--- src/adcseq_pkg.sv ---
// Shared types, codes and constants of the ADC scan sequencer.
package adcseq_pkg;

  // Limit on scanned channels, applied on top of channel_count
  localparam int MAX_CHANNELS = 16;

  // Data-ready timeout: check count that fires a reinit, and saturation value
  localparam logic [8:0] WAIT_LIMIT = 9'h0FF;
  localparam logic [8:0] WAIT_MAX   = 9'h1FF;

  // Configuration register indexes
  localparam logic [1:0] CFG_LEGACY_FLOW   = 2'd0;
  localparam logic [1:0] CFG_CHANNEL_COUNT = 2'd1;
  localparam logic [1:0] CFG_SETTLE_TICKS  = 2'd2;

  // Configuration reset values
  localparam logic       LEGACY_FLOW_RST   = 1'b0;
  localparam logic [4:0] CHANNEL_COUNT_RST = 5'd1;
  localparam logic [7:0] SETTLE_TICKS_RST  = 8'd8;

  // Input operations
  localparam logic [1:0] OP_TICK     = 2'd0;
  localparam logic [1:0] OP_IR_START = 2'd1;
  localparam logic [1:0] OP_IR_END   = 2'd2;

  // Sequencer phases
  localparam logic [3:0] PH_IDLE    = 4'd0;
  localparam logic [3:0] PH_OPEN    = 4'd1;
  localparam logic [3:0] PH_SETTLE  = 4'd2;
  localparam logic [3:0] PH_TRIG_I  = 4'd3;
  localparam logic [3:0] PH_READ_I  = 4'd4;
  localparam logic [3:0] PH_TRIG_V  = 4'd5;
  localparam logic [3:0] PH_READ_V  = 4'd6;
  localparam logic [3:0] PH_CLOSE   = 4'd7;
  localparam logic [3:0] PH_PARK    = 4'd8;
  localparam logic [3:0] PH_TRIG_IV = 4'd9;

  // Result actions
  localparam logic [3:0] ACT_NONE      = 4'd0;
  localparam logic [3:0] ACT_OPEN      = 4'd1;
  localparam logic [3:0] ACT_RESET_MUX = 4'd2;
  localparam logic [3:0] ACT_CONVERT   = 4'd3;
  localparam logic [3:0] ACT_TRIG_I    = 4'd4;
  localparam logic [3:0] ACT_TRIG_V    = 4'd5;
  localparam logic [3:0] ACT_READ_I    = 4'd6;
  localparam logic [3:0] ACT_READ_V    = 4'd7;
  localparam logic [3:0] ACT_TRIG_IV   = 4'd8;
  localparam logic [3:0] ACT_REINIT    = 4'd9;

  typedef struct packed {
    logic       legacy_flow;
    logic [4:0] channel_count;
    logic [7:0] settle_ticks;
  } cfg_t;

  typedef struct packed {
    logic [1:0]  operation;
    logic [3:0]  ir_channel;
    logic        drdy_low;
    logic [23:0] adc_data;
  } item_t;

  typedef struct packed {
    logic [3:0]  action;
    logic [3:0]  mux_address;
    logic        store_current;
    logic        store_voltage;
    logic [3:0]  sample_channel;
    logic [23:0] stored_code;
    logic        new_sample;
    logic        ir_hold_ready;
  } res_t;

  typedef struct packed {
    logic [3:0] phase;
    logic [7:0] settle_count;
    logic [3:0] current_channel;
    logic       ir_active;
    logic       ir_switched;
    logic [3:0] ir_target;
    logic [3:0] saved_channel;
    logic [8:0] ready_wait_count;
    logic       ir_parked;
  } seq_state_t;

endpackage

--- src/adcseq_ifs.sv ---
// Valid/ready channel interfaces of the ADC scan sequencer.
interface adcseq_in_if;
  logic        valid;
  logic        ready;
  logic [1:0]  operation;
  logic [3:0]  ir_channel;
  logic        drdy_low;
  logic [23:0] adc_data;

  modport source (output valid, operation, ir_channel, drdy_low, adc_data, input ready);
  modport sink   (input valid, operation, ir_channel, drdy_low, adc_data, output ready);
endinterface

interface adcseq_out_if;
  logic        valid;
  logic        ready;
  logic [3:0]  action;
  logic [3:0]  mux_address;
  logic        store_current;
  logic        store_voltage;
  logic [3:0]  sample_channel;
  logic [23:0] stored_code;
  logic        new_sample;
  logic        ir_hold_ready;

  modport source (output valid, action, mux_address, store_current, store_voltage,
                  sample_channel, stored_code, new_sample, ir_hold_ready, input ready);
  modport sink   (input valid, action, mux_address, store_current, store_voltage,
                  sample_channel, stored_code, new_sample, ir_hold_ready, output ready);
endinterface

interface adcseq_cfg_if;
  logic       valid;
  logic       ready;
  logic [1:0] index;
  logic [7:0] data;

  modport source (output valid, index, data, input ready);
  modport sink   (input valid, index, data, output ready);
endinterface

--- src/adcseq_step.sv ---
// Next-state and result logic for one sequencer step.
module adcseq_step (
  input  adcseq_pkg::cfg_t       cfg,
  input  adcseq_pkg::seq_state_t st,
  input  adcseq_pkg::item_t      item,
  output adcseq_pkg::seq_state_t st_nxt,
  output adcseq_pkg::res_t       res
);

  logic [4:0] chan_inc;
  logic [3:0] chan_next;
  logic [7:0] settle_inc;
  logic       settle_done;
  logic [8:0] wait_inc;
  logic       wait_expired;

  // Round-robin channel advance
  always_comb begin
    chan_inc = {1'b0, st.current_channel} + 5'd1;
    if ((chan_inc >= cfg.channel_count) || (32'(chan_inc) >= adcseq_pkg::MAX_CHANNELS)) begin
      chan_next = 4'd0;
    end else begin
      chan_next = chan_inc[3:0];
    end
  end

  // Settle counter and data-ready timeout
  assign settle_inc   = st.settle_count + 8'd1;
  assign settle_done  = settle_inc >= cfg.settle_ticks;
  assign wait_inc     = (st.ready_wait_count < adcseq_pkg::WAIT_MAX) ?
                        st.ready_wait_count + 9'd1 : st.ready_wait_count;
  assign wait_expired = st.ready_wait_count >= adcseq_pkg::WAIT_LIMIT;

  always_comb begin
    st_nxt = st;
    res    = '0;
    case (item.operation)
      adcseq_pkg::OP_IR_START: begin
        st_nxt.saved_channel = st.current_channel;
        st_nxt.ir_target     = item.ir_channel;
        st_nxt.ir_active     = 1'b1;
        st_nxt.ir_parked     = 1'b0;
      end
      adcseq_pkg::OP_IR_END: begin
        st_nxt.current_channel = st.saved_channel;
        st_nxt.ir_active       = 1'b0;
        st_nxt.phase           = adcseq_pkg::PH_IDLE;
        st_nxt.ir_switched     = 1'b0;
      end
      adcseq_pkg::OP_TICK: begin
        if (cfg.legacy_flow) begin
          // Old board: separate convert and triggers, unconditional reads
          case (st.phase)
            adcseq_pkg::PH_IDLE: begin
              st_nxt.phase           = adcseq_pkg::PH_OPEN;
              st_nxt.settle_count    = 8'd0;
              st_nxt.current_channel = 4'd0;
            end
            adcseq_pkg::PH_OPEN: begin
              st_nxt.settle_count = 8'd0;
              if (st.ir_active) begin
                st_nxt.current_channel = st.ir_target;
                res.action             = adcseq_pkg::ACT_RESET_MUX;
                res.mux_address        = st.ir_target;
                st_nxt.phase           = adcseq_pkg::PH_PARK;
              end else begin
                res.action      = adcseq_pkg::ACT_OPEN;
                res.mux_address = st.current_channel;
                st_nxt.phase    = adcseq_pkg::PH_SETTLE;
              end
            end
            adcseq_pkg::PH_SETTLE: begin
              st_nxt.settle_count = settle_inc;
              if (settle_done) begin
                st_nxt.phase        = adcseq_pkg::PH_TRIG_I;
                res.action          = adcseq_pkg::ACT_CONVERT;
                st_nxt.settle_count = 8'd0;
              end
            end
            adcseq_pkg::PH_TRIG_I: begin
              res.action   = adcseq_pkg::ACT_TRIG_I;
              st_nxt.phase = adcseq_pkg::PH_READ_I;
            end
            adcseq_pkg::PH_READ_I: begin
              res.action         = adcseq_pkg::ACT_READ_I;
              res.store_current  = 1'b1;
              res.sample_channel = st.current_channel;
              res.stored_code    = item.adc_data;
              st_nxt.phase       = adcseq_pkg::PH_TRIG_V;
            end
            adcseq_pkg::PH_TRIG_V: begin
              res.action   = adcseq_pkg::ACT_TRIG_V;
              st_nxt.phase = adcseq_pkg::PH_READ_V;
            end
            adcseq_pkg::PH_READ_V: begin
              res.action         = adcseq_pkg::ACT_READ_V;
              res.store_voltage  = 1'b1;
              res.sample_channel = st.current_channel;
              res.stored_code    = item.adc_data;
              res.new_sample     = 1'b1;
              st_nxt.phase       = adcseq_pkg::PH_CLOSE;
            end
            adcseq_pkg::PH_CLOSE: begin
              if (!st.ir_active) begin
                st_nxt.current_channel = chan_next;
              end
              st_nxt.phase = adcseq_pkg::PH_OPEN;
            end
            adcseq_pkg::PH_PARK: begin
            end
            default: begin
              st_nxt.phase = adcseq_pkg::PH_IDLE;
            end
          endcase
        end else begin
          // Newer board: joint trigger, polled data-ready
          case (st.phase)
            adcseq_pkg::PH_IDLE: begin
              st_nxt.phase           = adcseq_pkg::PH_OPEN;
              st_nxt.settle_count    = 8'd0;
              st_nxt.current_channel = 4'd0;
            end
            adcseq_pkg::PH_OPEN: begin
              st_nxt.settle_count = 8'd0;
              st_nxt.phase        = adcseq_pkg::PH_SETTLE;
              res.action          = adcseq_pkg::ACT_OPEN;
              if (st.ir_active) begin
                st_nxt.ir_switched     = 1'b1;
                st_nxt.current_channel = st.ir_target;
                res.mux_address        = st.ir_target;
              end else begin
                res.mux_address = st.current_channel;
              end
            end
            adcseq_pkg::PH_SETTLE: begin
              st_nxt.settle_count = settle_inc;
              if (settle_done) begin
                st_nxt.phase = (st.ir_active && st.ir_switched) ?
                               adcseq_pkg::PH_PARK : adcseq_pkg::PH_TRIG_IV;
                st_nxt.settle_count = 8'd0;
              end
            end
            adcseq_pkg::PH_TRIG_IV: begin
              res.action              = adcseq_pkg::ACT_TRIG_IV;
              st_nxt.phase            = adcseq_pkg::PH_READ_I;
              st_nxt.ready_wait_count = 9'd0;
            end
            adcseq_pkg::PH_READ_I, adcseq_pkg::PH_READ_V: begin
              if (!item.drdy_low) begin
                if (st.phase == adcseq_pkg::PH_READ_I) begin
                  res.action   = adcseq_pkg::ACT_READ_I;
                  st_nxt.phase = adcseq_pkg::PH_READ_V;
                end else begin
                  res.action   = adcseq_pkg::ACT_READ_V;
                  st_nxt.phase = adcseq_pkg::PH_CLOSE;
                end
                // zero codes are dropped
                if (item.adc_data != 24'd0) begin
                  res.store_current  = (st.phase == adcseq_pkg::PH_READ_I);
                  res.store_voltage  = (st.phase == adcseq_pkg::PH_READ_V);
                  res.new_sample     = (st.phase == adcseq_pkg::PH_READ_V);
                  res.sample_channel = st.current_channel;
                  res.stored_code    = item.adc_data;
                end
              end else begin
                st_nxt.ready_wait_count = wait_inc;
                if (wait_expired) begin
                  res.action             = adcseq_pkg::ACT_REINIT;
                  st_nxt.current_channel = 4'd0;
                  st_nxt.phase           = adcseq_pkg::PH_IDLE;
                  st_nxt.ir_active       = 1'b0;
                  st_nxt.ir_switched     = 1'b0;
                  st_nxt.saved_channel   = 4'd0;
                end
              end
            end
            adcseq_pkg::PH_CLOSE: begin
              if (!st.ir_active) begin
                st_nxt.current_channel = chan_next;
                st_nxt.phase           = adcseq_pkg::PH_OPEN;
              end else if (st.ir_parked) begin
                st_nxt.phase = adcseq_pkg::PH_PARK;
              end else begin
                st_nxt.current_channel = st.ir_target;
                st_nxt.phase           = adcseq_pkg::PH_OPEN;
              end
            end
            adcseq_pkg::PH_PARK: begin
              st_nxt.ir_parked = 1'b1;
            end
            default: begin
              st_nxt.phase = adcseq_pkg::PH_IDLE;
            end
          endcase
        end
      end
      default: begin
      end
    endcase
    res.ir_hold_ready = st_nxt.ir_parked;
  end

endmodule

--- src/adc_scan_sequencer_with_ir_hold_core.sv ---
// Top level of the ADC scan sequencer with IR hold.
//
// Channels: in_ch carries one command per transfer (tick, IR start, IR end)
// with the converter data-ready pin and read data sampled for that tick.
// out_ch returns exactly one result per command: the converter/mux action,
// an optional current or voltage store, the new-sample mark and the IR hold
// ready flag.
// cfg_ch writes legacy_flow, channel_count and settle_ticks by index; it is
// always ready and must be used only while no command is in flight.
// An accepted command is registered in the input register, and its result
// is registered once the result register is free or draining.
// Throughput: one command per cycle while out_ch is not stalled; the
// combinational step logic between the two registers allows that rate.
// Reset (rst_n low at a clock edge) empties both registers, puts the
// sequencer in idle on channel 0 and loads the register defaults.
// When the receiver stalls the result holds in the result register, one
// further command waits in the input register, and in_ch.ready then drops.
module adc_scan_sequencer_with_ir_hold_core (
  input  logic                clk,
  input  logic                rst_n,
  adcseq_in_if.sink           in_ch,
  adcseq_out_if.source        out_ch,
  adcseq_cfg_if.sink          cfg_ch
);

  adcseq_pkg::cfg_t       cfg_r;
  adcseq_pkg::seq_state_t st_r;
  adcseq_pkg::seq_state_t st_nxt;
  adcseq_pkg::item_t      item_r;
  adcseq_pkg::res_t       res_r;
  adcseq_pkg::res_t       res_nxt;
  logic                   item_valid_r;
  logic                   res_valid_r;
  logic                   advance;

  // Configuration registers
  assign cfg_ch.ready = 1'b1;

  always_ff @(posedge clk) begin
    if (!rst_n) begin
      cfg_r.legacy_flow   <= adcseq_pkg::LEGACY_FLOW_RST;
      cfg_r.channel_count <= adcseq_pkg::CHANNEL_COUNT_RST;
      cfg_r.settle_ticks  <= adcseq_pkg::SETTLE_TICKS_RST;
    end else if (cfg_ch.valid) begin
      case (cfg_ch.index)
        adcseq_pkg::CFG_LEGACY_FLOW:   cfg_r.legacy_flow   <= cfg_ch.data[0];
        adcseq_pkg::CFG_CHANNEL_COUNT: cfg_r.channel_count <= cfg_ch.data[4:0];
        adcseq_pkg::CFG_SETTLE_TICKS:  cfg_r.settle_ticks  <= cfg_ch.data;
        default: begin
        end
      endcase
    end
  end

  // Handshake: the step fires when the result register is free or draining
  assign advance     = item_valid_r && (!res_valid_r || out_ch.ready);
  assign in_ch.ready = !item_valid_r || advance;

  // Input register
  always_ff @(posedge clk) begin
    if (!rst_n) begin
      item_valid_r <= 1'b0;
    end else if (in_ch.ready) begin
      item_valid_r <= in_ch.valid;
    end
  end

  always_ff @(posedge clk) begin
    if (in_ch.valid && in_ch.ready) begin
      item_r.operation  <= in_ch.operation;
      item_r.ir_channel <= in_ch.ir_channel;
      item_r.drdy_low   <= in_ch.drdy_low;
      item_r.adc_data   <= in_ch.adc_data;
    end
  end

  // Step logic
  adcseq_step u_step (
    .cfg    (cfg_r),
    .st     (st_r),
    .item   (item_r),
    .st_nxt (st_nxt),
    .res    (res_nxt)
  );

  // Sequencer state
  always_ff @(posedge clk) begin
    if (!rst_n) begin
      st_r.phase            <= adcseq_pkg::PH_IDLE;
      st_r.settle_count     <= 8'd0;
      st_r.current_channel  <= 4'd0;
      st_r.ir_active        <= 1'b0;
      st_r.ir_switched      <= 1'b0;
      st_r.ir_target        <= 4'd0;
      st_r.saved_channel    <= 4'd0;
      st_r.ready_wait_count <= 9'd0;
      st_r.ir_parked        <= 1'b0;
    end else if (advance) begin
      st_r <= st_nxt;
    end
  end

  // Result register
  always_ff @(posedge clk) begin
    if (!rst_n) begin
      res_valid_r <= 1'b0;
    end else if (advance) begin
      res_valid_r <= 1'b1;
    end else if (out_ch.ready) begin
      res_valid_r <= 1'b0;
    end
  end

  always_ff @(posedge clk) begin
    if (advance) begin
      res_r <= res_nxt;
    end
  end

  assign out_ch.valid          = res_valid_r;
  assign out_ch.action         = res_r.action;
  assign out_ch.mux_address    = res_r.mux_address;
  assign out_ch.store_current  = res_r.store_current;
  assign out_ch.store_voltage  = res_r.store_voltage;
  assign out_ch.sample_channel = res_r.sample_channel;
  assign out_ch.stored_code    = res_r.stored_code;
  assign out_ch.new_sample     = res_r.new_sample;
  assign out_ch.ir_hold_ready  = res_r.ir_hold_ready;

endmodule

--- src/flat_wrapper.sv ---
// flat-port wrapper written by rule: the top's interface ports become plain ports
module adc_scan_sequencer_with_ir_hold_core_flat 
  (clk, rst_n, in_ch_valid, in_ch_operation, in_ch_ir_channel, in_ch_drdy_low, in_ch_adc_data, in_ch_ready, out_ch_valid, out_ch_action, out_ch_mux_address, out_ch_store_current, out_ch_store_voltage, out_ch_sample_channel, out_ch_stored_code, out_ch_new_sample, out_ch_ir_hold_ready, out_ch_ready, cfg_ch_valid, cfg_ch_index, cfg_ch_data, cfg_ch_ready);
  adcseq_in_if in_ch_i ();
  adcseq_out_if out_ch_i ();
  adcseq_cfg_if cfg_ch_i ();
  input  logic clk;
  input  logic rst_n;
  input wire logic [$bits(in_ch_i.valid)-1:0] in_ch_valid;
  input wire logic [$bits(in_ch_i.operation)-1:0] in_ch_operation;
  input wire logic [$bits(in_ch_i.ir_channel)-1:0] in_ch_ir_channel;
  input wire logic [$bits(in_ch_i.drdy_low)-1:0] in_ch_drdy_low;
  input wire logic [$bits(in_ch_i.adc_data)-1:0] in_ch_adc_data;
  output wire logic [$bits(in_ch_i.ready)-1:0] in_ch_ready;
  output wire logic [$bits(out_ch_i.valid)-1:0] out_ch_valid;
  output wire logic [$bits(out_ch_i.action)-1:0] out_ch_action;
  output wire logic [$bits(out_ch_i.mux_address)-1:0] out_ch_mux_address;
  output wire logic [$bits(out_ch_i.store_current)-1:0] out_ch_store_current;
  output wire logic [$bits(out_ch_i.store_voltage)-1:0] out_ch_store_voltage;
  output wire logic [$bits(out_ch_i.sample_channel)-1:0] out_ch_sample_channel;
  output wire logic [$bits(out_ch_i.stored_code)-1:0] out_ch_stored_code;
  output wire logic [$bits(out_ch_i.new_sample)-1:0] out_ch_new_sample;
  output wire logic [$bits(out_ch_i.ir_hold_ready)-1:0] out_ch_ir_hold_ready;
  input wire logic [$bits(out_ch_i.ready)-1:0] out_ch_ready;
  input wire logic [$bits(cfg_ch_i.valid)-1:0] cfg_ch_valid;
  input wire logic [$bits(cfg_ch_i.index)-1:0] cfg_ch_index;
  input wire logic [$bits(cfg_ch_i.data)-1:0] cfg_ch_data;
  output wire logic [$bits(cfg_ch_i.ready)-1:0] cfg_ch_ready;
  assign in_ch_i.valid = in_ch_valid;
  assign in_ch_i.operation = in_ch_operation;
  assign in_ch_i.ir_channel = in_ch_ir_channel;
  assign in_ch_i.drdy_low = in_ch_drdy_low;
  assign in_ch_i.adc_data = in_ch_adc_data;
  assign in_ch_ready = in_ch_i.ready;
  assign out_ch_valid = out_ch_i.valid;
  assign out_ch_action = out_ch_i.action;
  assign out_ch_mux_address = out_ch_i.mux_address;
  assign out_ch_store_current = out_ch_i.store_current;
  assign out_ch_store_voltage = out_ch_i.store_voltage;
  assign out_ch_sample_channel = out_ch_i.sample_channel;
  assign out_ch_stored_code = out_ch_i.stored_code;
  assign out_ch_new_sample = out_ch_i.new_sample;
  assign out_ch_ir_hold_ready = out_ch_i.ir_hold_ready;
  assign out_ch_i.ready = out_ch_ready;
  assign cfg_ch_i.valid = cfg_ch_valid;
  assign cfg_ch_i.index = cfg_ch_index;
  assign cfg_ch_i.data = cfg_ch_data;
  assign cfg_ch_ready = cfg_ch_i.ready;
  adc_scan_sequencer_with_ir_hold_core u_core (.clk(clk), .rst_n(rst_n), .in_ch(in_ch_i), .out_ch(out_ch_i), .cfg_ch(cfg_ch_i));
endmodule
--- config.mk ---
export PLATFORM = sky130hd
export DESIGN_NAME = adc_scan_sequencer_with_ir_hold_core_flat
export DESIGN_NICKNAME = d
export VERILOG_FILES = /design/src/adcseq_pkg.sv /design/src/adcseq_ifs.sv /design/src/adcseq_step.sv /design/src/adc_scan_sequencer_with_ir_hold_core.sv /design/src/flat_wrapper.sv
export SDC_FILE = /design/constraint.sdc
export NUM_CORES = 1
export LEC_CHECK = 0
export BUFFER_PORTS_ARGS = -buffer_cell sky130_fd_sc_hd__buf_2
export CORE_ASPECT_RATIO = 0.7
export CORE_UTILIZATION = 45
export DETAILED_ROUTE_END_ITERATION = 10
export RECOVER_POWER = 100
export SLEW_MARGIN = 40
export SYNTH_ARGS = -nofsm -noshare
export SYNTH_HDL_FRONTEND = slang
export SYNTH_HIERARCHICAL = 1
export SYNTH_SLANG_ARGS = --single-unit
--- constraint.sdc ---
create_clock -name clk -period 3.3 [get_ports clk]
set_input_delay 0.165 -clock clk [delete_from_list [all_inputs] [get_ports clk]]
set_output_delay 0.165 -clock clk [all_outputs]
set_load 0.03 [all_outputs]
# Word-level counts from Yosys, hierarchy flattened

Cells that the tools add are included.

Add/sub/neg operators: 3
Magnitude comparators: 5
Eq/ne operators: 32
Mux-type cells: 56
Bitwise operators: 1
Reductions and logical operators: 32

Operators by type and width:

| operator                                                               | count |
|---|---|
| 31-bit 2-to-1 mux                                                      | 3 |
| 4-bit 2-to-1 mux                                                       | 15 |
| 39-bit 2-to-1 mux                                                      | 1 |
| 4-bit one-hot mux with 8 select lines                                  | 1 |
| 8-bit one-hot mux with 2 select lines                                  | 2 |
| 28-bit 2-to-1 mux                                                      | 1 |
| 4-bit one-hot mux with 7 select lines                                  | 1 |
| 12-bit 2-to-1 mux                                                      | 2 |
| 4-bit one-hot mux with 2 select lines                                  | 3 |
| 4-bit one-hot mux with 3 select lines                                  | 2 |
| 4-bit one-hot mux with 6 select lines                                  | 1 |
| 24-bit nonzero test                                                    | 1 |
| 6-bit 2-to-1 mux                                                       | 3 |
| 9-bit one-hot mux with 2 select lines                                  | 1 |
| 6-bit AND reduction                                                    | 3 |
| 4-bit by 3-bit == test with 1-bit output (second input constant)       | 4 |
| 16-bit 2-to-1 mux                                                      | 1 |
| 4-bit one-hot mux with 4 select lines                                  | 1 |
| 14-bit 2-to-1 mux                                                      | 1 |
| 13-bit 2-to-1 mux                                                      | 1 |
| 2-bit nonzero test                                                     | 5 |
| 9-bit by 1-bit adder with 9-bit output (second input constant)         | 1 |
| 9-bit by 8-bit >= comparator with 1-bit output (second input constant) | 1 |
| 9-bit less-than comparator (second input constant)                     | 1 |
| 38 further kinds                                                       | 73 |

Register bits: 123
Input bits: 46
Output and inout port bits: 43
Logic and storage cells: 155

# Logic depth before layout (Yosys ltp)

Depth in word-level cells: 8
Depth in mapped cells: 13

# Modules after synthesis

Netlist, hierarchy kept.

By module, submodules not included:

| module                               | instances | cells an instance | area an instance (sq um) |
|---|---|---|---|
| adc_scan_sequencer_with_ir_hold_core | 1         | 295               | 4224.1 |
| adcseq_step                          | 1         | 347               | 2368.5 |

# Least setup slack after synthesis

OpenSTA, ideal clock, no wires.

Path type: register to register
From: reg u_core/st_r[24] in the netlist's numbering
To: reg u_core/st_r[33] in the netlist's numbering
Library setup time: 0.125 ns
Arrival time: 2.346 ns
Slack: 0.829 ns
Cell stages (with the launch flop): 14
Buffers on the path: 0
Clock period less this slack: 2.471 ns
Cells stage by stage: dfxtp_1 -> and3_1 -> nand3_1 -> nor2_1 -> xnor2_1 -> inv_1 -> ha_1 -> nand2_1 -> a211o_1 -> o211ai_2 -> o211ai_1 -> a32o_1 -> nand2_1 -> mux2i_1

Word-level cells in the longest chain between the ends: 4

Ends and longest elaborated chain:

| what                                   | line                                       | text |
|---|---|---|
| from (decl)                            | adc_scan_sequencer_with_ir_hold_core.sv:27 | `adcseq_pkg::seq_state_t st_r;` |
| from (signal assigned)                 | adc_scan_sequencer_with_ir_hold_core.sv:99 | `st_r <= st_nxt;` |
| 8-bit by 1-bit adder with 8-bit output | adcseq_step.sv:28                          | `assign settle_inc = st.settle_count + 8'd1;` |
| 8-bit >= comparator                    | adcseq_step.sv:29                          | `assign settle_done = settle_inc >= cfg.settle_ticks;` |
| 3-bit != test (no line)                | -                                          |  |
| 5-bit AND reduction (no line)          | -                                          |  |

Every way passes these cells.
A chain may end at the register's enable or synchronous reset.

==> results.cfg <==
[setup_path]
worstPathCellList = nand3_1 > xnor2_1 > ha_1 > a21o_1 > a2111oi_4 > o21ai_2 > or3_1 > a311oi_1 > nand2_1 > mux2i_1
regToRegEndpoint = u_core/st_r[20]
rr_worst_depth = 10
crit_buf_inv = 0
critPathArrivalTime_ns = 3.25
cpPeakStageDelay_ns = 0.51
reg2reg_slack_ns = 0.36
worstSetupEndpointType = flip-flop
slowest_stage = dfxtp_1
cp_max_fo = 9
crit_type = flip-flop to flip-flop
start_kind = flip-flop
crit_family = compound AO/OA/AOI/OAI gates
cp.required_ns = 3.61
r2r-start = u_core/st_r[22]

[synthesis]
seq_area_frac_synth_pct = 48.1
synth_ff_type = edfxtp_1
synth_fa_ha_area_share_pct = 3.23
synthTopCellsByArea = edfxtp_1, dfxtp_1, nand2_1, mux2i_1, ha_1
synth_xor_area_share_pct = 1.06
synth_compound_area_share_pct = 13.7
yosysTopAreaCell = edfxtp_1
synthMuxAreaShare_pct = 7.84
yosys-top-cells-count = nand2_1, edfxtp_1, dfxtp_1
syn_area_per_cell_um2 = 10.3
synth-edff-count = 71
synth.top_cell.area_share_pct = 32.3
ys_types = 77
postSynth.asyncResetShare_pct = 0
synthCells = 642
syn-num-nets = 705
ys_warn_count = 6
netlist_area_um2 = 6590
yosysMostFrequentCell = nand2_1
ys_ff_latch = 123
synth_top_family_by_area = simple AND/OR/NAND/NOR gates
synthSimpleGateAreaFrac_pct = 19.8

[sta]
fin_crit_ns = 2.94
hold_viol = 0
setup_tns_ns = 0
hold_ws_ns = 0.0128
relSlewSlack_pct = -29.1
drv_slew = 68
setup_viol = 0
max_freq_ghz = 0.340
rsz0062_at_grt = no
tightest_slew_ns = 1.94
fin_skew_ns = 0.00943
finalCritPeriodShare_pct = 89.1

[clock_tree]
clockBufferDepth = 2
tritoncts = done
h-tree-depth = 4
cts.reportedPaths.clkPinSlew_ns = 0.06
cts_buffers = 17
clock_sinks = 123
clk_latency_ns = 0.41
root_buffer = clkbuf_16

[power_and_ir_drop]
finalPower_mw = 3.94
swShare_pct = 23.5
pwr-share-clk_pct = 49.4
pwr-share-comb_pct = 7.2
pwr-share-seq_pct = 43.4
peakVddDrop_mv = 0.279
p_int_mw = 3.01
total_leakage_power_nw = 2.87
power.switching_mw = 0.928
p_per_area_nw_per_um2 = 498

[flow_run]
drv_cap = 2

[finish]
fin_area_um2 = 7910
drive_above_1_share_pct = 12.9
num-nets-final = 819
area_growth_pct = 19.9
stdcell_count = 959
num-fill-cells = 1257
antennaDiodeCount = 0

[detailed_routing]
ant_nets = 0
drt_wl_total_um = 15000
dr.pass1.iters = 6
vias = 5131
drc_errors = 0
drt-initial-drc-count = 451
viasPerCell = 5.35
wire_per_inst_um = 15.7

[min_path]
hold_end = u_core/cfg_r[6]
holdPathStages = 3
hp-start = cfg_ch_data[6]
hold_path.class = primary input to flip-flop

[die]
start_util_pct = 46.8
floorplan.die_area_um2 = 15100
die_w_um = 147
fp-row-count = 36
io_pins = 89
die_height_um = 103
core_area_um2 = 14100

[placement]
dpl-instance-area_um2 = 7050
gp_congestion = 0.887
place_hpwl_um = 10200
port_buffers = 87
dp.cells = 892

[global_route]
grt_max_degree = 49
grt_pass1_vias = 4774
gr-total-overflow = 0
antenna_found_initial = 0
grt_usage_pct = 20.7
grt_pass1_wl_um = 24400

[status]
status = finished with violations
failed_checks = capacitance limit, slew limit
[per-stage QoR]
step           setup WS, ns  util (%)
2_1_floorplan         0.829         -
3_3_place_gp          0.561      50.0
3_5_place_dp          0.500      50.0
4_1_cts               0.438      56.9
5_1_grt               0.127      56.1
6_report              0.361      56.1
[worst reg2reg max path: stages (launching register included)]
cell and delay [ns]:
dfxtp_1 0.51, nand3_1 0.16, xnor2_1 0.25, ha_1 0.29
a21o_1 0.22, a2111oi_4 0.37, o21ai_2 0.15, or3_1 0.32
a311oi_1 0.30, nand2_1 0.08, mux2i_1 0.19
[power by group through the flow]
stage	logic, mW	clock network [mW]	registers [mW]
global route	0.306	2.05	1.72
finish	0.283	1.95	1.71
floorplan	0.154	0	1.77
detailed placement	0.257	0	1.74
global placement	0.254	0	1.74
CTS	0.290	1.99	1.71
[cell families after synthesis]
logic type / count (synthesis)
AND/OR/NAND/NOR: 262
flip-flops: 123
AO/OA/AOI/OAI: 117
buffers and inverters: 63
multiplexers: 51
adder cells (fa/ha/maj): 17
XOR/XNOR: 8
other: 1
[sequential cells by signal, indices dropped and copies added, names as in the netlist]
register and count:
u_core/item_valid_r 1, u_core/out_ch.action 4, u_core/cfg_r 14, u_core/out_ch.new_sample 1, u_core/out_ch.valid 1, u_core/out_ch.sample_channel 4, u_core/out_ch.stored_code 24, u_core/st_r 36
u_core/item_r 31, u_core/out_ch.store_voltage 1, u_core/out_ch.ir_hold_ready 1, u_core/out_ch.mux_address 4, u_core/out_ch.store_current 1
[layout by cell type, fill, tap and decap left out, drive strengths merged, types with 6 or more instances in the layout]
| cell type | instances |
|---|---|
| nand2 | 130 |
| clkbuf | 73 |
| edfxtp | 71 |
| dfxtp | 52 |
| mux2i | 46 |
| buf | 46 |
| dlygate4sd3 | 35 |
| and2 | 33 |
| o21ai | 28 |
| inv | 27 |
| nand3 | 23 |
| nor2 | 21 |
| ha | 17 |
| a21oi | 16 |
| and3 | 9 |
| xnor2 | 6 |
| nand2b | 6 |
| a221oi | 6 |
| a22o | 6 |
| nor3 | 6 |
| nor4 | 6 |
| nor2b | 6 |
| clkinv | 6 |
| a2111oi | 6 |
[what timing repair did]
action / in CTS / in global routing
hold buffers: 35 / 0
resized for setup: 0 / 0
endpoints found under the hold margin: 36 / 0
setup buffers: 0 / 0
[how the worst max path moves through the flow]
stage,start,to,slack [ns],depth (start not counted)
2_1_floorplan,u_core/st_r[24],u_core/st_r[33],0.83,13
3_3_place_gp,u_core/st_r[24],u_core/st_r[33],0.56,13
3_5_place_dp,u_core/st_r[22],u_core/st_r[20],0.50,10
4_1_cts,u_core/st_r[22],u_core/st_r[20],0.44,10
5_1_grt,u_core/st_r[22],u_core/st_r[22],0.13,10
6_report,u_core/st_r[22],u_core/st_r[20],0.36,10
[cell type report]
| cell class | count | area (um^2) | area share, % |
|---|---|---|---|
| Timing Repair Buffer | 136 | 805 | 10.2 |
| Tap cell | 190 | 238 | 3.01 |
| Clock inverter | 14 | 184 | 2.33 |
| Inverter | 22 | 82.6 | 1.04 |
| Multi-Input combinational cell | 456 | 2990 | 37.8 |
| Sequential cell | 123 | 3170 | 40.1 |
| Clock buffer | 18 | 439 | 5.55 |
[per-layer routing]
layer	vias up	share of wire (%)	track usage, %
met4	0	0.69	6.25
met5	-	0	0
li1	2552	-	-
met1	2385	53	30.9
met2	184	40	29.7
met3	10	6.3	4.56
(Power assumes the default switching activity.)
